## config.mk

```make
export PLATFORM = sky130hd
export DESIGN_NAME = error_stop_restart_sequencer
export DESIGN_NICKNAME = d
export VERILOG_FILES = /design/src/design/esr_pkg.sv /design/src/design/error_stop_restart_sequencer.sv
export SDC_FILE = /design/constraint.sdc
export NUM_CORES = 1
export LEC_CHECK = 0
export BUFFER_PORTS_ARGS = -buffer_cell sky130_fd_sc_hd__buf_2
export CAP_MARGIN = 20
export CORE_MARGIN = 5
export CORE_UTILIZATION = 35
export CTS_CLUSTER_DIAMETER = 40
export DETAILED_ROUTE_END_ITERATION = 10
export GPL_ROUTABILITY_DRIVEN = 0
export PLACE_DENSITY = 0.58
export SLEW_MARGIN = 20
export SYNTH_ARGS = -nofsm -noshare
export SYNTH_HDL_FRONTEND = slang
export SYNTH_SLANG_ARGS = --single-unit
export TNS_END_PERCENT = 1
```

## constraint.sdc

```tcl
create_clock -name clk -period 3.6 [get_ports clk]
set_clock_uncertainty 0.1 [all_clocks]
set_input_delay 0.72 -clock clk [delete_from_list [all_inputs] [get_ports clk]]
set_output_delay 0.72 -clock clk [all_outputs]
set_load 0.05 [all_outputs]
```

## src/design/esr_pkg.sv

```systemverilog
// Package: phase codes, register indexes and reset values for the error-stop sequencer.
`timescale 1ns / 1ps
`default_nettype none
package esr_pkg;

  localparam int unsigned DIGIT_W = 4;
  localparam int unsigned COUNT_W = 10;
  localparam int unsigned CFG_IDX_W = 2;

  localparam logic [COUNT_W-1:0] COUNT_MAX = {COUNT_W{1'b1}};

  localparam logic [DIGIT_W-1:0] RESTART_DIGIT_RST = 4'd0;
  localparam logic [DIGIT_W-1:0] RESUME_DIGIT_RST = 4'd11;
  localparam logic [COUNT_W-1:0] TIMEOUT_LIMIT_RST = 10'd600;

  typedef enum logic [CFG_IDX_W-1:0] {
    REG_RESTART_DIGIT = 2'd0,
    REG_RESUME_DIGIT  = 2'd1,
    REG_TIMEOUT_LIMIT = 2'd2
  } cfg_reg_t;

  typedef enum logic [2:0] {
    PH_IDLE   = 3'd0,
    PH_SENSE1 = 3'd1,
    PH_SENSE2 = 3'd2,
    PH_SENSE3 = 3'd3,
    PH_SENSE4 = 3'd4,
    PH_SENSE5 = 3'd5,
    PH_STOP1  = 3'd6,
    PH_STOP2  = 3'd7
  } phase_t;

endpackage
`default_nettype wire

```

## src/design/error_stop_restart_sequencer.sv

```systemverilog
// Top level: error-stop latch and sensed restart handshake sequencer.
// Each accepted input beat loads its result into the output register.
// Throughput: one beat per cycle; the input stalls only while a held result is stalled.
// Reset: rst (synchronous) returns the sequencer to idle, clears all latches and the
// wait count, loads restart digit 0, resume digit 11, timeout limit 600.
`timescale 1ns / 1ps
`default_nettype none
module error_stop_restart_sequencer (
  input  wire logic                           clk,
  input  wire logic                           rst,
  input  wire logic                           cfg_valid,
  output logic                                cfg_ready,
  input  wire logic [esr_pkg::CFG_IDX_W-1:0]  cfg_index,
  input  wire logic [esr_pkg::COUNT_W-1:0]    cfg_data,
  input  wire logic                           in_valid,
  output logic                                in_stall,
  input  wire logic [esr_pkg::DIGIT_W-1:0]    digit_time,
  input  wire logic                           lower_half,
  input  wire logic                           sense_switch,
  input  wire logic                           stop_reset,
  input  wire logic                           clock_fault,
  input  wire logic                           stop_request,
  input  wire logic                           channel_busy,
  output logic                                out_valid,
  input  wire logic                           out_stall,
  output logic                                sense_on,
  output logic                                stop_active,
  output logic                                restart_pulse,
  output logic                                restart_clear,
  output logic                                run_off,
  output logic                                timed_out
);
  import esr_pkg::*;

  logic [DIGIT_W-1:0] restart_digit;
  logic [DIGIT_W-1:0] resume_digit;
  logic [COUNT_W-1:0] timeout_limit;

  phase_t             phase, phase_next;
  logic [COUNT_W-1:0] wait_count, wait_count_next;
  logic               sense_latch, sense_latch_next;
  logic               stop_latch, stop_latch_next;
  logic               restart_pulse_reg, restart_pulse_next;
  logic               restart_clear_reg, restart_clear_next;
  logic               run_off_reg, run_off_next;
  logic               tmo;

  logic               in_accept;
  logic               over;
  logic [COUNT_W-1:0] count_inc;

  assign cfg_ready = 1'b1;
  assign in_stall  = out_valid & out_stall;
  assign in_accept = in_valid & ~in_stall;

  always_ff @(posedge clk) begin
    if (rst) begin
      restart_digit <= RESTART_DIGIT_RST;
      resume_digit  <= RESUME_DIGIT_RST;
      timeout_limit <= TIMEOUT_LIMIT_RST;
    end else if (cfg_valid && cfg_ready) begin
      case (cfg_index)
        REG_RESTART_DIGIT: restart_digit <= cfg_data[DIGIT_W-1:0];
        REG_RESUME_DIGIT:  resume_digit  <= cfg_data[DIGIT_W-1:0];
        REG_TIMEOUT_LIMIT: timeout_limit <= cfg_data;
        default: ;
      endcase
    end
  end

  // wait check: compare before the saturating increment
  assign over      = wait_count > timeout_limit;
  assign count_inc = (wait_count == COUNT_MAX) ? wait_count : wait_count + 1'b1;

  always_comb begin
    phase_next         = phase;
    wait_count_next    = wait_count;
    sense_latch_next   = sense_latch;
    stop_latch_next    = stop_latch;
    restart_pulse_next = restart_pulse_reg;
    restart_clear_next = restart_clear_reg;
    run_off_next       = run_off_reg;
    tmo                = 1'b0;
    case (phase)
      PH_IDLE: begin
        if (stop_reset) begin
          stop_latch_next = 1'b0;
        end else if (!stop_latch && (clock_fault || stop_request)) begin
          stop_latch_next = 1'b1;
          wait_count_next = '0;
          if (sense_switch) begin
            sense_latch_next = 1'b1;
            phase_next       = PH_SENSE1;
          end else begin
            phase_next = PH_STOP1;
          end
        end
      end
      PH_SENSE1: begin
        if (channel_busy) begin
          wait_count_next = count_inc;
          if (over) begin
            tmo        = 1'b1;
            phase_next = PH_IDLE;
          end
        end else begin
          phase_next = PH_SENSE2;
        end
      end
      PH_SENSE2: begin
        if (!lower_half && digit_time == restart_digit) begin
          restart_clear_next = 1'b1;
          run_off_next       = 1'b1;
          wait_count_next    = '0;
          phase_next         = PH_SENSE3;
        end
      end
      PH_SENSE3: begin
        run_off_next = 1'b0;
        if (channel_busy) begin
          restart_clear_next = 1'b0;
          wait_count_next    = '0;
          phase_next         = PH_SENSE4;
        end else begin
          wait_count_next = count_inc;
          if (over) begin
            tmo        = 1'b1;
            phase_next = PH_IDLE;
          end
        end
      end
      PH_SENSE4: begin
        if (!channel_busy && lower_half && digit_time == resume_digit) begin
          stop_latch_next    = 1'b0;
          restart_pulse_next = 1'b1;
          phase_next         = PH_SENSE5;
        end else begin
          wait_count_next = count_inc;
          if (over) begin
            tmo        = 1'b1;
            phase_next = PH_IDLE;
          end
        end
      end
      PH_SENSE5: begin
        restart_pulse_next = 1'b0;
        phase_next         = PH_IDLE;
      end
      PH_STOP1: begin
        run_off_next = 1'b1;
        phase_next   = PH_STOP2;
      end
      PH_STOP2: begin
        run_off_next = 1'b0;
        phase_next   = PH_IDLE;
      end
      default: begin
        phase_next = PH_IDLE;
      end
    endcase
  end

  always_ff @(posedge clk) begin
    if (rst) begin
      phase             <= PH_IDLE;
      wait_count        <= '0;
      sense_latch       <= 1'b0;
      stop_latch        <= 1'b0;
      restart_pulse_reg <= 1'b0;
      restart_clear_reg <= 1'b0;
      run_off_reg       <= 1'b0;
    end else if (in_accept) begin
      phase             <= phase_next;
      wait_count        <= wait_count_next;
      sense_latch       <= sense_latch_next;
      stop_latch        <= stop_latch_next;
      restart_pulse_reg <= restart_pulse_next;
      restart_clear_reg <= restart_clear_next;
      run_off_reg       <= run_off_next;
    end
  end

  // result register
  always_ff @(posedge clk) begin
    if (rst) begin
      out_valid <= 1'b0;
    end else if (in_accept) begin
      out_valid <= 1'b1;
    end else if (!out_stall) begin
      out_valid <= 1'b0;
    end
  end

  always_ff @(posedge clk) begin
    if (in_accept) begin
      sense_on      <= sense_latch_next;
      stop_active   <= stop_latch_next;
      restart_pulse <= restart_pulse_next;
      restart_clear <= restart_clear_next;
      run_off       <= run_off_next;
      timed_out     <= tmo;
    end
  end

  a_timeout_keeps_stop: assert property (@(posedge clk) disable iff (rst)
    out_valid && timed_out |-> stop_active)
    else $error("timeout beat with stop latch clear");

  a_restart_clears_stop: assert property (@(posedge clk) disable iff (rst)
    out_valid && restart_pulse |-> !stop_active)
    else $error("restart pulse with stop latch still set");

  a_sense5_pulse: assert property (@(posedge clk) disable iff (rst)
    phase == PH_SENSE5 |-> restart_pulse_reg)
    else $error("restart pulse register low in final sense phase");

  a_stop2_runoff: assert property (@(posedge clk) disable iff (rst)
    phase == PH_STOP2 |-> run_off_reg && stop_latch)
    else $error("run-off pulse or stop latch missing in stop pulse phase");

endmodule
`default_nettype wire
```

==> impl_metrics.json, run 1 <==
{
  "dr_wl_met3_um": 227,
  "synth_area_sq_um": 2352,
  "postSynthRegisterBits": 43,
  "root_buffer": "clkbuf_8",
  "die_area_sq_um": 8460,
  "antenna_found_initial": 0,
  "share_clk_of_total_power_pct": 30.4,
  "number_of_h_tree_levels": 2,
  "critPathLaunchType": "input pin",
  "drt-pass1-iter-count": 4,
  "synth_top_cells_by_area": "dfxtp_1 31%, edfxtp_1 7.7%, ha_1 5.9%",
  "top_level_ports": 36,
  "drt.antenna.violating_nets": 0,
  "vias_per_cell": 5.115,
  "arrival_ns": 2.45,
  "post-route-period-util_pct": 64.80,
  "power_uw": 1299,
  "ctsResizeCount": 0,
  "die_y_um": 91.98,
  "critical_path_required_ns": 3.71,
  "synth_sequential_area_ratio_pct": 39.15,
  "ctsHoldBuffers": 0,
  "layout_min_cycle_time_ns": 2.333,
  "synth_async_sr_flop_share_pct": 0,
  "synth_cell_type_count": 49,
  "sw_frac_of_total_pct": 32.80,
  "core-area_sq_um": 6459,
  "holdCritPathClass": "register to register",
  "synth.top_cell.area_share_pct": 31.49,
  "globalRoute.totalOverflow": 0,
  "worst_setup_hold_path_clk_slew_ns": 0.08,
  "detail_route.drc_violations": 0,
  "postSynth.topFlopCell": "dfxtp_1",
  "cts_tree": "yes",
  "rsz0062_at_grt": "false",
  "totalWireLength_um": 5051,
  "wire_per_inst_um": 13.15,
  "fillers": 663,
  "pin_count_of_the_biggest_net_entering_global_routing": 20,
  "synthMostInstantiatedCell": "dfxtp_1",
  "synth_largest_area_cell": "dfxtp_1",
  "synth_fp_nets": 314,
  "power.density_cell_area_nw_per_um2": 483.9,
  "power.share.combinational_pct": 24.6,
  "largestRegisters": "timeout_limit (10), wait_count (10)",
  "dr_wl_met2_um": 2203,
  "tritoncts_buffer_count": 5,
  "maxSlewHeadroom_pct": 43.18,
  "initial_cell_density_of_the_core_pct": 36.42,
  "die_width_um": 91.98,
  "cts.sinks": 43,
  "final-setup-viol-count": 0,
  "post_route_cells_drive_above_1_share_pct": 15.96,
  "num-nets-final": 344,
  "finalHoldViolCount": 0,
  "vias": 1964,
  "fmax_mhz": 428.6,
  "port_buffers": 34,
  "timing.critical_path.slowest_cell_delay_ns": 0.52,
  "ys_warn_count": 0,
  "post_synth_edffs": 6,
  "worst-slew-pin-transition_ns": 0.8505,
  "clock_insertion_delay_worst_skew_ns": 0.29,
  "bufs_on_longest_clock_path": 2,
  "finalSetupTns_ns": 0,
  "worst-setup-path-type": "input pin to register",
  "placement_rows": 29,
  "timing.final.max_slew_violations": 0,
  "cts_setup_buffers": 0,
  "timing.critical_path.to_type": "register",
  "timing.critical_path.fanout_max": 8,
  "cap_violations": 0,
  "violation_count_after_the_first_detailed_route_iteration": 56,
  "routedLengthMet1_um": 2591,
  "power_leakage_uw": 0.001112,
  "sequentialPowerShare_pct": 45.0,
  "run_status": "completed",
  "post_synth_inst_count": 276,
  "timing.critical_path.cells": "buf_2 -> xnor2_1 -> nand3_1 -> o211a_1 -> nor3_1 -> a41oi_1 -> a211oi_1",
  "power.internal_uw": 873.1,
  "post_synth.cell_area_avg_sq_um": 8.523,
  "dp.final_hpwl_um": 3753,
  "highest_layer": "met4",
  "critical-path-slowest-cell": "nor3_1",
  "global_route.usage.total_pct": 12.41,
  "netlist_top_cells_count": "37 x dfxtp_1, 35 x nand2_1, 21 x inv_1",
  "vias_in_the_first_global_route": 1787,
  "area_growth_pct": 14.15,
  "vdd.ir_drop.worst_uv": 171.9,
  "grt_first_pass_wirelength_um": 8666,
  "p_sw_uw": 426.1,
  "antenna_cells": 0
}
-- layout by cell type (no fill, tap or decap), types with 5 or more instances in the layout --
| cell type | Yosys | final |
|---|---|---|
| o21ai_0 | 9 | 9 |
| ha_1 | 11 | 11 |
| nand4_1 | 5 | 5 |
| dfxtp_1 | 37 | 37 |
| o211ai_1 | 5 | 5 |
| mux2i_1 | 12 | 12 |
| nand2_1 | 35 | 35 |
| edfxtp_1 | 6 | 6 |
| xnor2_1 | 7 | 7 |
| nor2_1 | 18 | 18 |
| nand3_1 | 8 | 8 |
| buf_2 | 2 | 34 |
| a21oi_1 | 19 | 19 |
| nor3_1 | 8 | 8 |
| and3_1 | 6 | 6 |
| clkbuf_8 | 0 | 6 |
| inv_1 | 21 | 21 |
-- final cells by class --
type	instances	area (sq um)	area share, %
clock buffer	6	82.58	3.075
clock inverter	2	35.03	1.305
inverter	22	82.58	3.075
multi-input combinational	199	1290	48.04
sequential	43	920.9	34.30
tap	77	96.34	3.588
timing repair buffer	35	177.7	6.617
-- power groups by stage --
stage                     Sequential [uW]  Combinational, uW  Clock, uW
after floorplan                       584                265          0
after global placement                598                318          0
after detailed placement              594                321          0
after CTS                             584                323        405
after global routing                  591                362        429
final                                 585                320        395
-- critical path, delay by kind of cell --
kind / cells / cell delay [ns]
xor+xnor: 1 / 0.17
compound gates: 3 / 0.77
simple gates: 2 / 0.66
buf+inv: 1 / 0.11
-- metal layers --
metal,track usage (%),vias to the layer above
met5,0,-
met3,3.028,2
met4,3.342,0
met1,17.06,884
li1,-,1036
met2,19.46,42
-- through the flow --
stage | std cells | hold WS [ns] | utilization (%) | setup WS (ns) | cell area [sq um]
after floorplan | 276 | 0.3363 | - | 1.338 | 2352
after global placement | 376 | 0.3450 | 39.75 | 1.037 | 2567
after detailed placement | 376 | 0.3479 | 39.75 | 0.9619 | 2567
after CTS | 384 | 0.3595 | 41.57 | 1.279 | 2685
after global routing | 384 | 0.3807 | 41.57 | 1.082 | 2685
final | 384 | 0.3575 | 41.57 | 1.267 | 2685
-- cells by family (layout without fill, tap and decap cells) --
logic type,Yosys count,after routing,share of synthesized area [%]
adders and majority gates,11,11,5.851
DFF,43,43,39.15
xor gates and xnor gates,11,11,4.096
buffers and inverters,34,65,6.011
muxes,12,12,5.107
and+or+nand+nor,100,100,21.17
AOI/OAI and AO/OA,64,64,18.46
other,1,1,0.1594
-- path summary, 6_finish.rpt --
path | startpoint | to | slack (ns) | cells past startpoint
setup reg to reg | phase[2] | wait_count[9] | 1.32 | 5
hold reg to reg | timeout_limit[8] | timeout_limit[8] | 0.36 | 2
setup / recovery | digit_time[3] | wait_count[9] | 1.27 | 7
hold / removal | timeout_limit[8] | timeout_limit[8] | 0.36 | 2
Power figures use the tool's default switching activity.
==> inputs of run 2 (changes only) <==
--- a/config.mk
+++ b/config.mk
@@ -12,7 +12,7 @@
 export CTS_CLUSTER_DIAMETER = 40
 export DETAILED_ROUTE_END_ITERATION = 10
 export GPL_ROUTABILITY_DRIVEN = 0
-export PLACE_DENSITY = 0.58
+export PLACE_DENSITY = 0.59
 export SLEW_MARGIN = 20
 export SYNTH_ARGS = -nofsm -noshare
 export SYNTH_HDL_FRONTEND = slang
==> constraint.sdc (replaced) <==
create_clock -name clk -period 2.1 [get_ports clk]
set_clock_uncertainty 0.1 [all_clocks]
set_input_delay 0.42 -clock clk [delete_from_list [all_inputs] [get_ports clk]]
set_output_delay 0.42 -clock clk [all_outputs]
set_load 0.05 [all_outputs]
==> run 2 against run 1 <==
First-iteration DRC count up 30%. Die area unchanged. Routed wire length up 7.7%. Global-route usage up 0.82 points. Count of clock-buffer cells in the layout unchanged. Cell count up 5.2%. Highest routed layer unchanged. Sequential share of layout area down 1.9 points. Final area up 5.9%.
==> impl_metrics.json, run 2 (synthesized netlist as in run 1, its figures left out) <==
{
  "run_status": "completed",
  "fmax_mhz": 506.4,
  "die_y_um": 91.98,
  "vias_per_cell": 5.243,
  "die_width_um": 91.98,
  "final-setup-viol-count": 0,
  "post_route_cells_drive_above_1_share_pct": 22.63,
  "layout_min_cycle_time_ns": 1.975,
  "timing.final.max_slew_violations": 0,
  "highest_layer": "met4",
  "dr_wl_met2_um": 2535,
  "critical_path_required_ns": 2.22,
  "pin_count_of_the_biggest_net_entering_global_routing": 18,
  "worst_setup_hold_path_clk_slew_ns": 0.09,
  "top_level_ports": 36,
  "globalRoute.totalOverflow": 0,
  "antenna_cells": 0,
  "layout.cells.most_common_list": "36 x dfxtp_1, 35 x nand2_1, 34 x buf_2",
  "routedLengthMet1_um": 2503,
  "dp.final_hpwl_um": 4149,
  "global_route.usage.total_pct": 13.23,
  "placement_rows": 29,
  "bufs_on_longest_clock_path": 2,
  "holdCritPathClass": "input pin to register",
  "dr_wl_met3_um": 267,
  "finalSetupTns_ns": 0,
  "power_leakage_uw": 0.001203,
  "largestRegisters": "timeout_limit (10), wait_count (10)",
  "finalHoldViolCount": 0,
  "violation_count_after_the_first_detailed_route_iteration": 73,
  "root_buffer": "clkbuf_8",
  "vias_in_the_first_global_route": 1976,
  "die_area_sq_um": 8460,
  "vias": 2118,
  "antenna_found_initial": 0,
  "detail_route.drc_violations": 0,
  "cap_violations": 0,
  "drt-pass1-iter-count": 4,
  "initial_cell_density_of_the_core_pct": 36.42,
  "worst-setup-path-type": "register to register",
  "power.density_cell_area_nw_per_um2": 798.7,
  "cts.sinks": 43,
  "tritoncts_buffer_count": 5,
  "rsz0062_at_grt": "true",
  "clock_insertion_delay_worst_skew_ns": 0.30,
  "final_common_cell": "dfxtp_1",
  "wire_per_inst_um": 13.46,
  "timing.critical_path.to_type": "register",
  "totalWireLength_um": 5439,
  "vdd.ir_drop.worst_uv": 378.3,
  "post-route-period-util_pct": 94.04,
  "critPathLaunchType": "register",
  "ctsHoldBuffers": 0,
  "fin_cells": 404,
  "core-area_sq_um": 6459,
  "num-nets-final": 364,
  "area_growth_pct": 20.90,
  "dp.cells": 396,
  "timing.critical_path.fanout_max": 8,
  "grt_first_pass_wirelength_um": 9114,
  "port_buffers": 34,
  "cts_tree": "yes",
  "drt.antenna.violating_nets": 0,
  "number_of_h_tree_levels": 2,
  "arrival_ns": 2.09
}
-- run 2: power breakdown --
| group | switching (uW) | internal (uW) | total [uW] |
|---|---|---|---|
| combinational | 445 | 311 | 757 |
| clock | 302 | 270 | 571 |
| sequential | 43.3 | 900 | 944 |
-- run 2: cell type report --
cell class / instances / area (sq um)
sequential: 43 / 922.1
fill: 657 / 3615
clock inverter: 2 / 15.01
timing repair buffer: 55 / 327.8
tap: 77 / 96.34
multi-input combinational: 199 / 1318
clock buffer: 6 / 82.58
inverter: 22 / 82.58
-- run 2: worst paths after layout --
check	slack [ns]	to	cells after the start	from
hold / removal	0.24	timeout_limit[6]	3	cfg_data[6]
hold reg to reg	0.36	timeout_limit[2]	2	timeout_limit[2]
setup / recovery	0.13	phase[0]	6	restart_digit[3]
setup reg to reg	0.13	phase[0]	6	restart_digit[3]
-- run 2: repair_timing --
action	4_1_cts	5_1_grt
buffers inserted	0	0
gates cloned	0	0
gates resized for setup	1	8
setup endpoints to repair	1	6
pin swaps	0	2
-- run 2: metrics by stage --
stage | cell area, sq um | hold slack, ns | worst slack, ns | util, % | power [uW]
final | 2844 | 0.2353 | 0.1252 | 44.03 | 2272
after detailed placement | 2719 | 0.3500 | -0.06877 | 42.10 | 1694
after global routing | 2844 | 0.2336 | -0.005743 | 44.03 | 2412
after CTS | 2818 | 0.2286 | 0.005791 | 43.63 | 2273
after floorplan | 2354 | 0.3363 | 0.1071 | - | 1456
after global placement | 2719 | 0.3453 | -0.02589 | 42.10 | 1688
-- run 2: worst max-delay path, stage by stage, from the launching register on --
cell and delay [ns]:
dfxtp_1 0.33, xnor2_1 0.18, nand3_1 0.14, o211a_2 0.35, a2111oi_1 0.47, a31oi_1 0.16
o211ai_1 0.17
-- run 2: routing by layer --
metal / GRT usage, % / vias to the layer above
met3: 2.864 / 13
met4: 6.064 / 0
met2: 21.84 / 49
li1: - / 1082
met5: 0 / -
met1: 16.52 / 974
